--- src/design/tsps_pkg.sv ---
package tsps_pkg;

   typedef enum logic [2:0] {
      FUNC_INSERT  = 3'd0,
      FUNC_REMOVE  = 3'd1,
      FUNC_READ    = 3'd2,
      FUNC_WRITE_X = 3'd3,
      FUNC_WRITE_Y = 3'd4,
      FUNC_WRITE_T = 3'd5
   } func_type;

   typedef enum logic [1:0] {
      STATUS_OK    = 2'd0,
      STATUS_RANGE = 2'd1,
      STATUS_FULL  = 2'd2
   } status_type;

   typedef enum logic [1:0] {
      ST_IDLE,
      ST_PREP,
      ST_DIV,
      ST_EXEC
   } state_type;

   localparam int unsigned DIV_STEPS = 7;

   typedef struct packed {
      logic       capture;
      logic       prep;
      logic       div_step;
      logic [2:0] div_shift;
      logic       exec;
   } cmd_type;

   typedef struct packed {
      logic need_div;
   } stat_type;

endpackage

--- src/design/tsps_control.sv ---
module tsps_control (
   input  logic                clock,
   input  logic                reset,
   input  logic                start,
   output logic                busy,
   output tsps_pkg::cmd_type   cmd,
   input  tsps_pkg::stat_type  stat
);

   tsps_pkg::state_type state_ff, state_in;
   logic [2:0]          step_ff, step_in;

   always_ff @(posedge clock) begin
      if (reset) begin
         state_ff <= tsps_pkg::ST_IDLE;
         step_ff  <= '0;
      end else begin
         state_ff <= state_in;
         step_ff  <= step_in;
      end
   end

   always_comb begin
      state_in = state_ff;
      step_in  = step_ff;
      cmd      = '0;
      busy     = 1'b1;
      case (state_ff)
         tsps_pkg::ST_IDLE: begin
            busy = 1'b0;
            if (start) begin
               cmd.capture = 1'b1;
               state_in    = tsps_pkg::ST_PREP;
            end
         end
         tsps_pkg::ST_PREP: begin
            cmd.prep = 1'b1;
            if (stat.need_div) begin
               step_in  = 3'(tsps_pkg::DIV_STEPS - 1);
               state_in = tsps_pkg::ST_DIV;
            end else begin
               state_in = tsps_pkg::ST_EXEC;
            end
         end
         tsps_pkg::ST_DIV: begin
            cmd.div_step  = 1'b1;
            cmd.div_shift = step_ff;
            if (step_ff == '0) begin
               state_in = tsps_pkg::ST_EXEC;
            end else begin
               step_in = step_ff - 3'd1;
            end
         end
         tsps_pkg::ST_EXEC: begin
            cmd.exec = 1'b1;
            state_in = tsps_pkg::ST_IDLE;
         end
         default: begin
            state_in = tsps_pkg::ST_IDLE;
         end
      endcase
   end

endmodule

--- config.mk ---
export PLATFORM = sky130hd
export DESIGN_NAME = tsps_control
export DESIGN_NICKNAME = d
export VERILOG_FILES = /design/src/design/tsps_pkg.sv /design/src/design/tsps_control.sv
export SDC_FILE = /design/constraint.sdc
export NUM_CORES = 1
export LEC_CHECK = 0
export ABC_AREA = 1
export BUFFER_PORTS_ARGS = -buffer_cell sky130_fd_sc_hd__buf_2
export CAP_MARGIN = 20
export CORE_UTILIZATION = 30
export CTS_CLUSTER_SIZE = 12
export DETAILED_ROUTE_END_ITERATION = 12
export HOLD_SLACK_MARGIN = 0.15
export PLACE_DENSITY = 0.57
export SYNTH_ARGS = -nofsm -noshare
export SYNTH_HDL_FRONTEND = slang
export SYNTH_SLANG_ARGS = --single-unit
--- constraint.sdc ---
create_clock -name clock -period 3.7 [get_ports clock]
set_input_delay 0.37 -clock clock [delete_from_list [all_inputs] [get_ports clock]]
set_output_delay 0.37 -clock clock [all_outputs]
set_load 0.03 [all_outputs]
==> results.cfg, run 1 <==
[sta]
fin_ws_ns = 1.87
setup_tns_ns = 0
rsz0062_at_grt = false
setup_viol = 0
tightestPinTransition_ns = 0.376
slew_viol_final = 0
finClkSkew_ns = 0.00415
report.final.hold_viol_count = 0
slew-limit-headroom_pct = 74.9
fmax_ghz = 0.547
period_share_pct = 49.4
min_period_ns = 1.83

[clocking]
numCtsBuffers = 3
clk_pin_slew_ns = 0.05
numClockSinks = 5
root_buffer = clkbuf_4
ctsResizeCount = 0
cts_buffer_depth = 2
htree_num_levels = 1
insertion_delay_ns = 0.24
cts_setup_buffers = 0
ctsHoldBuffers = 0
cts_tree = yes

[floorplanning]
fp.coreArea_mm2 = 0.00132
fp.dieH_um = 40.1
die_w_um = 40.1
num_io_pins = 12
initial_utilization_pct = 33.0
std_cell_rows = 13
floorplan.die_area_mm2 = 0.00161

[critical_path]
worstReg2RegStart = state_ff[0]$_SDFFE_PP0P_
crit_required_ns = 3.33
path_depth = 5
crit_family = adder cells
max_stage_delay_ns = 0.40
cpMaxStageDelayCell = ha_1
r2r_slack_ns = 2.28
cp-endpoint = cmd[3]
crit_top_cell = inv_1
path_class = reg2out
crit_arrival_ns = 1.46
cp_num_buf_inv = 3
endpoint_kind = output pin
start_kind = flop
path_max_fanout = 9
ff2ff_path_depth = 7
rr_endpoint = step_ff[2]$_SDFFE_PP0P_
path_cells = inv_1, ha_1, nand2_1, inv_1, buf_2
cp-startpoint = state_ff[0]$_SDFFE_PP0P_

[routing]
post_drt_wl_per_cell_um = 8.32
drt-pass1-iter-count = 4
routed_wirelength_um = 782
post-route-drc-count = 0
antenna_left = 0
via_per_inst = 4.23
drt_iter0_markers = 10
vias = 398

[synthesis]
yosys_warnings = 0
synth_area_leaders = dfxtp_1 (23%), ha_1 (23%), nand2_1 (16%), inv_1 (13%), nand2_4 (5.2%)
synth_top_cell_by_area = dfxtp_1
yosysMostFrequentCell = nand2_1
synthTopCellsByCount = nand2_1 (18), inv_1 (15), ha_1 (8)
post_synth.cell_area_avg_um2 = 6.70
ys_ff_latch = 5
synth_cell_types = 12
synth_area_um2 = 435
syn_inst = 65
seq_area_frac_synth_pct = 23.0
async_flop_share_pct = 0
synth_fp_nets = 77
synth_top_area_share_pct = 23.0
synthFlopType = dfxtp_1
synth_edf_count = 0

[hold_path]
min_path_type = in2reg

[pwr]
combPwrFrac_pct = 65.7
power.share.clock_pct = 13.6
power.switching_mw = 0.248
seqPwrFrac_pct = 20.7
peakVddDrop_mv = 0.377
leakagePower_nw = 0.341
switching_share_pct = 52.8
powerDensity_mw_per_mm2 = 895
power.internal_mw = 0.221

[place]
placed_area_um2 = 498
portBuffers = 11
dp_slack_ns = 2.13
hpwlAfterDp_um = 611
gp_congestion = 0.720
dp.cells = 90

[finish]
postLayoutCoreUtil_pct = 39.8
final_nets = 92
area_growth_pct = 20.4
antenna_cells = 0
stdcell_count = 94
layout-drive-gt1-share_pct = 26.6
final_area_um2 = 524

[grt]
grt_max_degree = 10
antenna_found_initial = 0
grt_usage_pct = 13.8
grt_overflow = 0
grt_pass1_vias = 340
grt_pass1_wl_mm = 1.42

[run]
drv_cap = 0

[outcome]
status = complete, no violations
## final cells by class
class | instances | area [µm²]
fill | 152 | 793
multi-input combinational | 43 | 264
sequential | 5 | 100
inverter | 16 | 60.1
timing repair buffer | 11 | 55.1
clock buffer | 4 | 26.3
tap | 15 | 18.8
## how the worst min path moves through the flow
stage,from,end,slack [ns],depth (start not counted)
global route,reset,state_ff[1]$_SDFFE_PP0P_,0.31,2
detailed placement,state_ff[1]$_SDFFE_PP0P_,state_ff[1]$_SDFFE_PP0P_,0.51,2
finish,reset,state_ff[1]$_SDFFE_PP0P_,0.31,2
global placement,state_ff[1]$_SDFFE_PP0P_,state_ff[1]$_SDFFE_PP0P_,0.51,2
floorplan,reset,state_ff[0]$_SDFFE_PP0P_,0.44,1
CTS,reset,state_ff[0]$_SDFFE_PP0P_,0.30,2
## sequential cells by signal, summed over array words and instances (netlist names)
name / cells
step_ff: 3
state_ff: 2
## power groups by stage
stage / logic (mW) / registers (mW) / clock network [mW]
floorplan: 0.262 / 0.0936 / 0
global placement: 0.306 / 0.0974 / 0
detailed placement: 0.309 / 0.0977 / 0
CTS: 0.313 / 0.0965 / 0.0672
global route: 0.352 / 0.102 / 0.0724
finish: 0.309 / 0.0969 / 0.0639
## kinds of logic after synthesis
family / after synthesis / synth area share (%)
simple gates: 33 / 35.3
buf+inv: 17 / 16.4
fa+ha+maj: 8 / 23.0
flops: 5 / 23.0
compound gates: 2 / 2.30
## layout by cell type (no fill, tap or decap)
cell	Yosys	final
nand3_1	4	4
dfxtp_1	5	5
clkbuf_4	0	3
inv_1	15	15
nand2_4	2	2
nor2_2	1	1
buf_2	0	11
clkbuf_1	0	1
nand2_2	3	3
nand2_1	18	18
nor2_1	5	5
a21oi_1	2	2
ha_1	8	8
inv_2	1	1
## metrics by stage
stage | total power, mW | hold WS, ns
floorplan | 0.355 | 0.439
global route | 0.527 | 0.308
detailed placement | 0.407 | 0.511
finish | 0.469 | 0.308
global placement | 0.404 | 0.512
CTS | 0.477 | 0.303
## per-layer routing
metal  global-route usage (%)  vias to the layer above  wire length (µm)
met2                     18.5                        7               397
met5                        0                        -                 0
met3                     5.00                        0                19
li1                         -                      217                 -
met1                     18.5                      174               365
met4                     7.76                        0                 0
Note: power is estimated with default switching activity, not from simulation.
==> inputs of run 2 (changes only) <==
==> constraint.sdc (replaced) <==
create_clock -name clock -period 1.7 [get_ports clock]
set_input_delay 0.17 -clock clock [delete_from_list [all_inputs] [get_ports clock]]
set_output_delay 0.17 -clock clock [all_outputs]
set_load 0.03 [all_outputs]
==> run 2 against run 1 <==
Against the previous run: global-route usage is 0.068 points lower; sequential cell count unchanged; wire length increased by 4.1%; hold slack better by 0.049 ns; highest routed layer is now met4.
==> results.cfg, run 2 (synthesis results as in run 1) <==
[outcome]
status = complete, no violations

[critical_path]
cpMaxStageDelayCell = dfxtp_1
endpoint_kind = output pin
start_kind = flop
path_cells = inv_1, ha_2, nand2_1, inv_1, buf_2
path_max_fanout = 9
max_stage_delay_ns = 0.35
crit_arrival_ns = 1.37
crit_required_ns = 1.53
crit_top_cell = inv_1
path_class = reg2out

[finish]
final_area_um2 = 537
final_nets = 93
regMostFlops = step_ff
antenna_cells = 0
final_common_cell = nand2_1
area_growth_pct = 23.3
postLayoutCoreUtil_pct = 40.7
layout-drive-gt1-share_pct = 27.5
largest_reg_flops = 3
final_cell_mix = nand2_1 (18), inv_1 (15), buf_2 (11)
reg_top3 = step_ff (3), state_ff (2)

[sta]
slew_viol_final = 0
slew-limit-headroom_pct = 86.0
report.final.hold_viol_count = 0
tightestPinTransition_ns = 0.211
period_share_pct = 90.8
fmax_ghz = 0.648
setup_tns_ns = 0
min_period_ns = 1.54
setup_viol = 0
rsz0062_at_grt = false
finClkSkew_ns = 0.00261

[floorplanning]
std_cell_rows = 13
num_io_pins = 12
floorplan.die_area_mm2 = 0.00161
fp.coreArea_mm2 = 0.00132
die_w_um = 40.1
initial_utilization_pct = 33.0
fp.dieH_um = 40.1

[routing]
drt_iter0_markers = 6
drt-pass1-iter-count = 4
vias = 389
routed_wirelength_um = 814
post_drt_wl_per_cell_um = 8.57
antenna_left = 0
post-route-drc-count = 0
via_per_inst = 4.09

[place]
gp_congestion = 0.729
placed_area_um2 = 498
portBuffers = 11
hpwlAfterDp_um = 641

[pwr]
powerDensity_mw_per_mm2 = 1930
peakVddDrop_mv = 0.649
leakagePower_nw = 0.344
combPwrFrac_pct = 65.2
power.switching_mw = 0.551
power.internal_mw = 0.487
seqPwrFrac_pct = 20.2
power.share.clock_pct = 14.6
switching_share_pct = 53.1

[clocking]
insertion_delay_ns = 0.26
root_buffer = clkbuf_4
clk_pin_slew_ns = 0.05
cts_tree = yes
htree_num_levels = 1
cts_setup_buffers = 0
numClockSinks = 5
numCtsBuffers = 3
cts_buffer_depth = 2

[grt]
antenna_found_initial = 0
grt_pass1_vias = 333
grt_overflow = 0
grt_max_degree = 10
grt_usage_pct = 13.7
grt_pass1_wl_mm = 1.37

[run]
drv_cap = 0

[hold_path]
min_path_type = in2reg
[run 2: cell types whose count changed in the layout (fill, tap and decap cells not counted)]
cell and delta:
dlygate4sd3_1 +1, ha_2 +1, ha_1 -1
[run 2: through the flow]
stage / setup slack [ns] / instances / hold WS (ns) / total power, mW
5_1_grt: 0.0391 / 95 / 0.407 / 1.15
2_1_floorplan: 0.248 / 65 / 0.239 / 0.773
6_report: 0.156 / 95 / 0.357 / 1.04
4_1_cts: 0.0355 / 95 / 0.347 / 1.05
3_3_place_gp: 0.332 / 90 / 0.363 / 0.888
3_5_place_dp: 0.283 / 90 / 0.358 / 0.890
[run 2: worst paths after layout]
| check | cells after the start | endpoint | start | slack [ns] |
|---|---|---|---|---|
| worst min register to register | 2 | state_ff[1]$_SDFFE_PP0P_ | state_ff[1]$_SDFFE_PP0P_ | 0.52 |
| worst min-delay path | 5 | state_ff[0]$_SDFFE_PP0P_ | start | 0.36 |
| worst max register to register | 9 | step_ff[2]$_SDFFE_PP0P_ | step_ff[0]$_SDFFE_PP0P_ | 0.36 |
| worst max-delay path | 5 | cmd[3] | state_ff[0]$_SDFFE_PP0P_ | 0.16 |
[run 2: power groups by stage]
stage	Combinational (mW)	Sequential, mW	Clock, mW
final	0.677	0.209	0.152
after global routing	0.769	0.216	0.163
after CTS	0.679	0.211	0.159
after detailed placement	0.674	0.216	0
after global placement	0.676	0.212	0
after floorplan	0.570	0.204	0
[run 2: final cells by class]
class                      instances  area (µm²)
timing repair buffer              12        65.1
inverter                          16        60.1
multi-input combinational         43         267
clock buffer                       4        26.3
fill                             146         781
sequential                         5         100
tap                               15        18.8
[run 2: per-layer routing]
metal / global-route usage [%] / vias to the layer above / wire, µm
li1: - / 217 / -
met1: 17.1 / 161 / 404
met2: 19.0 / 8 / 360
met3: 3.33 / 3 / 21
met4: 12.9 / 0 / 28
met5: 0 / - / 0
[run 2: worst max-delay path, delay by kind of cell, from the launching register on]
family	cells	cell delay (ns)
buffers and inverters	3	0.37
DFF	1	0.35
adders and majority gates	1	0.32
and+or+nand+nor	1	0.08
[run 2: repair_timing]
action	CTS	global route
endpoints found under the hold margin	2	0
endpoints found under the setup margin	0	3
gates resized for setup	0	1
hold buffers	1	0
==> inputs of run 3 (changes only) <==
--- a/config.mk
+++ b/config.mk
@@ -7,8 +7,10 @@
 export LEC_CHECK = 0
 export ABC_AREA = 1
 export BUFFER_PORTS_ARGS = -buffer_cell sky130_fd_sc_hd__buf_2
-export CAP_MARGIN = 20
+export CAP_MARGIN = 10
+export CORE_MARGIN = 1.5
 export CORE_UTILIZATION = 30
+export CTS_BUF_LIST = sky130_fd_sc_hd__clkbuf_4 sky130_fd_sc_hd__clkbuf_8
 export CTS_CLUSTER_SIZE = 12
 export DETAILED_ROUTE_END_ITERATION = 12
 export HOLD_SLACK_MARGIN = 0.15
==> run 3 against run 2 <==
Against the previous run: sequential cell count is the same; cell count is the same; worst setup slack gained 0.029 ns; hold slack gained 0.018 ns; wire length shrank 12%; cell area grew 0.70%; clock-buffer cell count is the same; sequential share of layout area shrank 0.13 points; critical path type unchanged; non-clock buffer count is the same.
==> results.cfg, run 3 (synthesis results as in run 1) <==
[place]
portBuffers = 11
hpwlAfterDp_um = 607
gp_congestion = 0.729

[finish]
multi_input_area_um2 = 267
regMostFlops = step_ff
final_cell_mix = nand2_1 (18), inv_1 (15), buf_2 (11)
largest_reg_flops = 3
fillCellCount = 148
seq_area_um2 = 100
area_growth_pct = 24.1
layout-drive-gt1-share_pct = 28.7
reg_top3 = step_ff (3), state_ff (2)
final_common_cell = nand2_1
final_nets = 93
antenna_cells = 0

[sta]
setup_tns_ns = 0
tightestPinTransition_ns = 0.216
setup_viol = 0
report.final.hold_viol_count = 0
slew_viol_final = 0
min_period_ns = 1.51
fmax_ghz = 0.660
finClkSkew_ns = 0.00517
rsz0062_at_grt = false
period_share_pct = 89.1
slew-limit-headroom_pct = 85.6

[routing]
vias = 369
via_per_inst = 3.88
post-route-drc-count = 0
drt-pass1-iter-count = 4
drt_iter0_markers = 6
antenna_left = 0
post_drt_wl_per_cell_um = 7.57
routed_wirelength_um = 719

[grt]
antenna_found_initial = 0
grt_overflow = 0
grt_pass1_wl_mm = 1.13
met1_usage_pct = 13.7
use_met3_pct = 3.26
grt_pass1_vias = 292
grt_util_met2_pct = 14.1
grt_usage_pct = 10.4
top_usage_layer = met2
grt_max_degree = 10

[pwr]
power.internal_mw = 0.503
power.switching_mw = 0.530
powerDensity_mw_per_mm2 = 1910
power.share.clock_pct = 14.4
seqPwrFrac_pct = 20.4
switching_share_pct = 51.3
leakagePower_nw = 0.347
total_power_mw = 1.03
combPwrFrac_pct = 65.2
peakVddDrop_mv = 0.587

[clocking]
cts_setup_buffers = 0
htree_num_levels = 1
insertion_delay_ns = 0.24
numCtsBuffers = 3
cts_buffer_depth = 2
root_buffer = clkbuf_4
clk_pin_slew_ns = 0.04
cts_tree = yes
numClockSinks = 5

[hold_path]
min_from = start
holdPathStages = 5
min_to = state_ff[1]$_SDFFE_PP0P_
min_path_type = in2reg

[critical_path]
crit_arrival_ns = 1.34
crit_required_ns = 1.53
worstReg2RegStart = step_ff[0]$_SDFFE_PP0P_
path_max_fanout = 9
ff2ff_path_depth = 9
r2r_slack_ns = 0.37
path_class = reg2out
rr_endpoint = step_ff[2]$_SDFFE_PP0P_
endpoint_kind = output pin
start_kind = flop

[floorplanning]
floorplan.die_area_mm2 = 0.00169
fp.dieH_um = 41.1
initial_utilization_pct = 32.6
std_cell_rows = 13
die_w_um = 41.1
fp.coreArea_mm2 = 0.00133
num_io_pins = 12

[run]
drv_cap = 0

[outcome]
status = complete, no violations
## run 3: cell counts in the layout (fill, tap and decap cells not counted)
No cell type changed its count.
## run 3: worst max-delay path by stage
stage | startpoint | cells after the start | to | slack, ns
global placement | state_ff[0]$_SDFFE_PP0P_ | 8 | step_ff[2]$_SDFFE_PP0P_ | 0.34
CTS | state_ff[0]$_SDFFE_PP0P_ | 5 | cmd[1] | 0.06
global route | state_ff[0]$_SDFFE_PP0P_ | 5 | cmd[3] | 0.09
detailed placement | state_ff[0]$_SDFFE_PP0P_ | 7 | step_ff[2]$_SDFFE_PP0P_ | 0.30
floorplan | state_ff[0]$_SDFFE_PP0P_ | 9 | step_ff[2]$_SDFFE_PP0P_ | 0.25
finish | state_ff[0]$_SDFFE_PP0P_ | 5 | cmd[1] | 0.19
## run 3: repair_timing
action / in CTS / in global routing
gates resized for setup: 0 / 1
hold endpoints to repair: 2 / 0
hold buffers: 1 / 0
endpoints found under the setup margin: 0 / 3
## run 3: power groups by stage
stage | clock [mW] | combinational (mW) | sequential, mW
2_1_floorplan | 0 | 0.570 | 0.204
3_3_place_gp | 0 | 0.676 | 0.211
3_5_place_dp | 0 | 0.678 | 0.213
4_1_cts | 0.156 | 0.681 | 0.211
5_1_grt | 0.165 | 0.771 | 0.219
6_report | 0.149 | 0.673 | 0.211
## run 3: cell type report
cell class / instances / share of cell area (%)
clock buffers: 4 / 5.56
inverters: 16 / 11.1
multi-input cells: 43 / 49.3
flip-flops and latches: 5 / 18.5
well taps: 15 / 3.47
repair buffers: 12 / 12.0
## run 3: worst max-delay path, cell delays in order (launching register included)
cell	delay, ns
dfxtp_1	0.34
inv_1	0.13
ha_2	0.32
nand2_1	0.09
inv_1	0.05
buf_2	0.18
## run 3: metrics by stage
step | instances | cell area, µm² | hold WS (ns) | setup WS [ns] | util, %
final | 95 | 541 | 0.375 | 0.185 | 40.5
after global routing | 95 | 541 | 0.404 | 0.0927 | 40.5
after CTS | 95 | 538 | 0.382 | 0.0639 | 40.3
after detailed placement | 90 | 498 | 0.374 | 0.304 | 37.3
after global placement | 90 | 498 | 0.368 | 0.336 | 37.3
after floorplan | 65 | 435 | 0.239 | 0.248 | -
## run 3: layer usage
layer,vias up,routed length [µm]
met5,-,0
met1,147,378
met2,5,314
li1,217,-
met4,0,0
met3,0,26
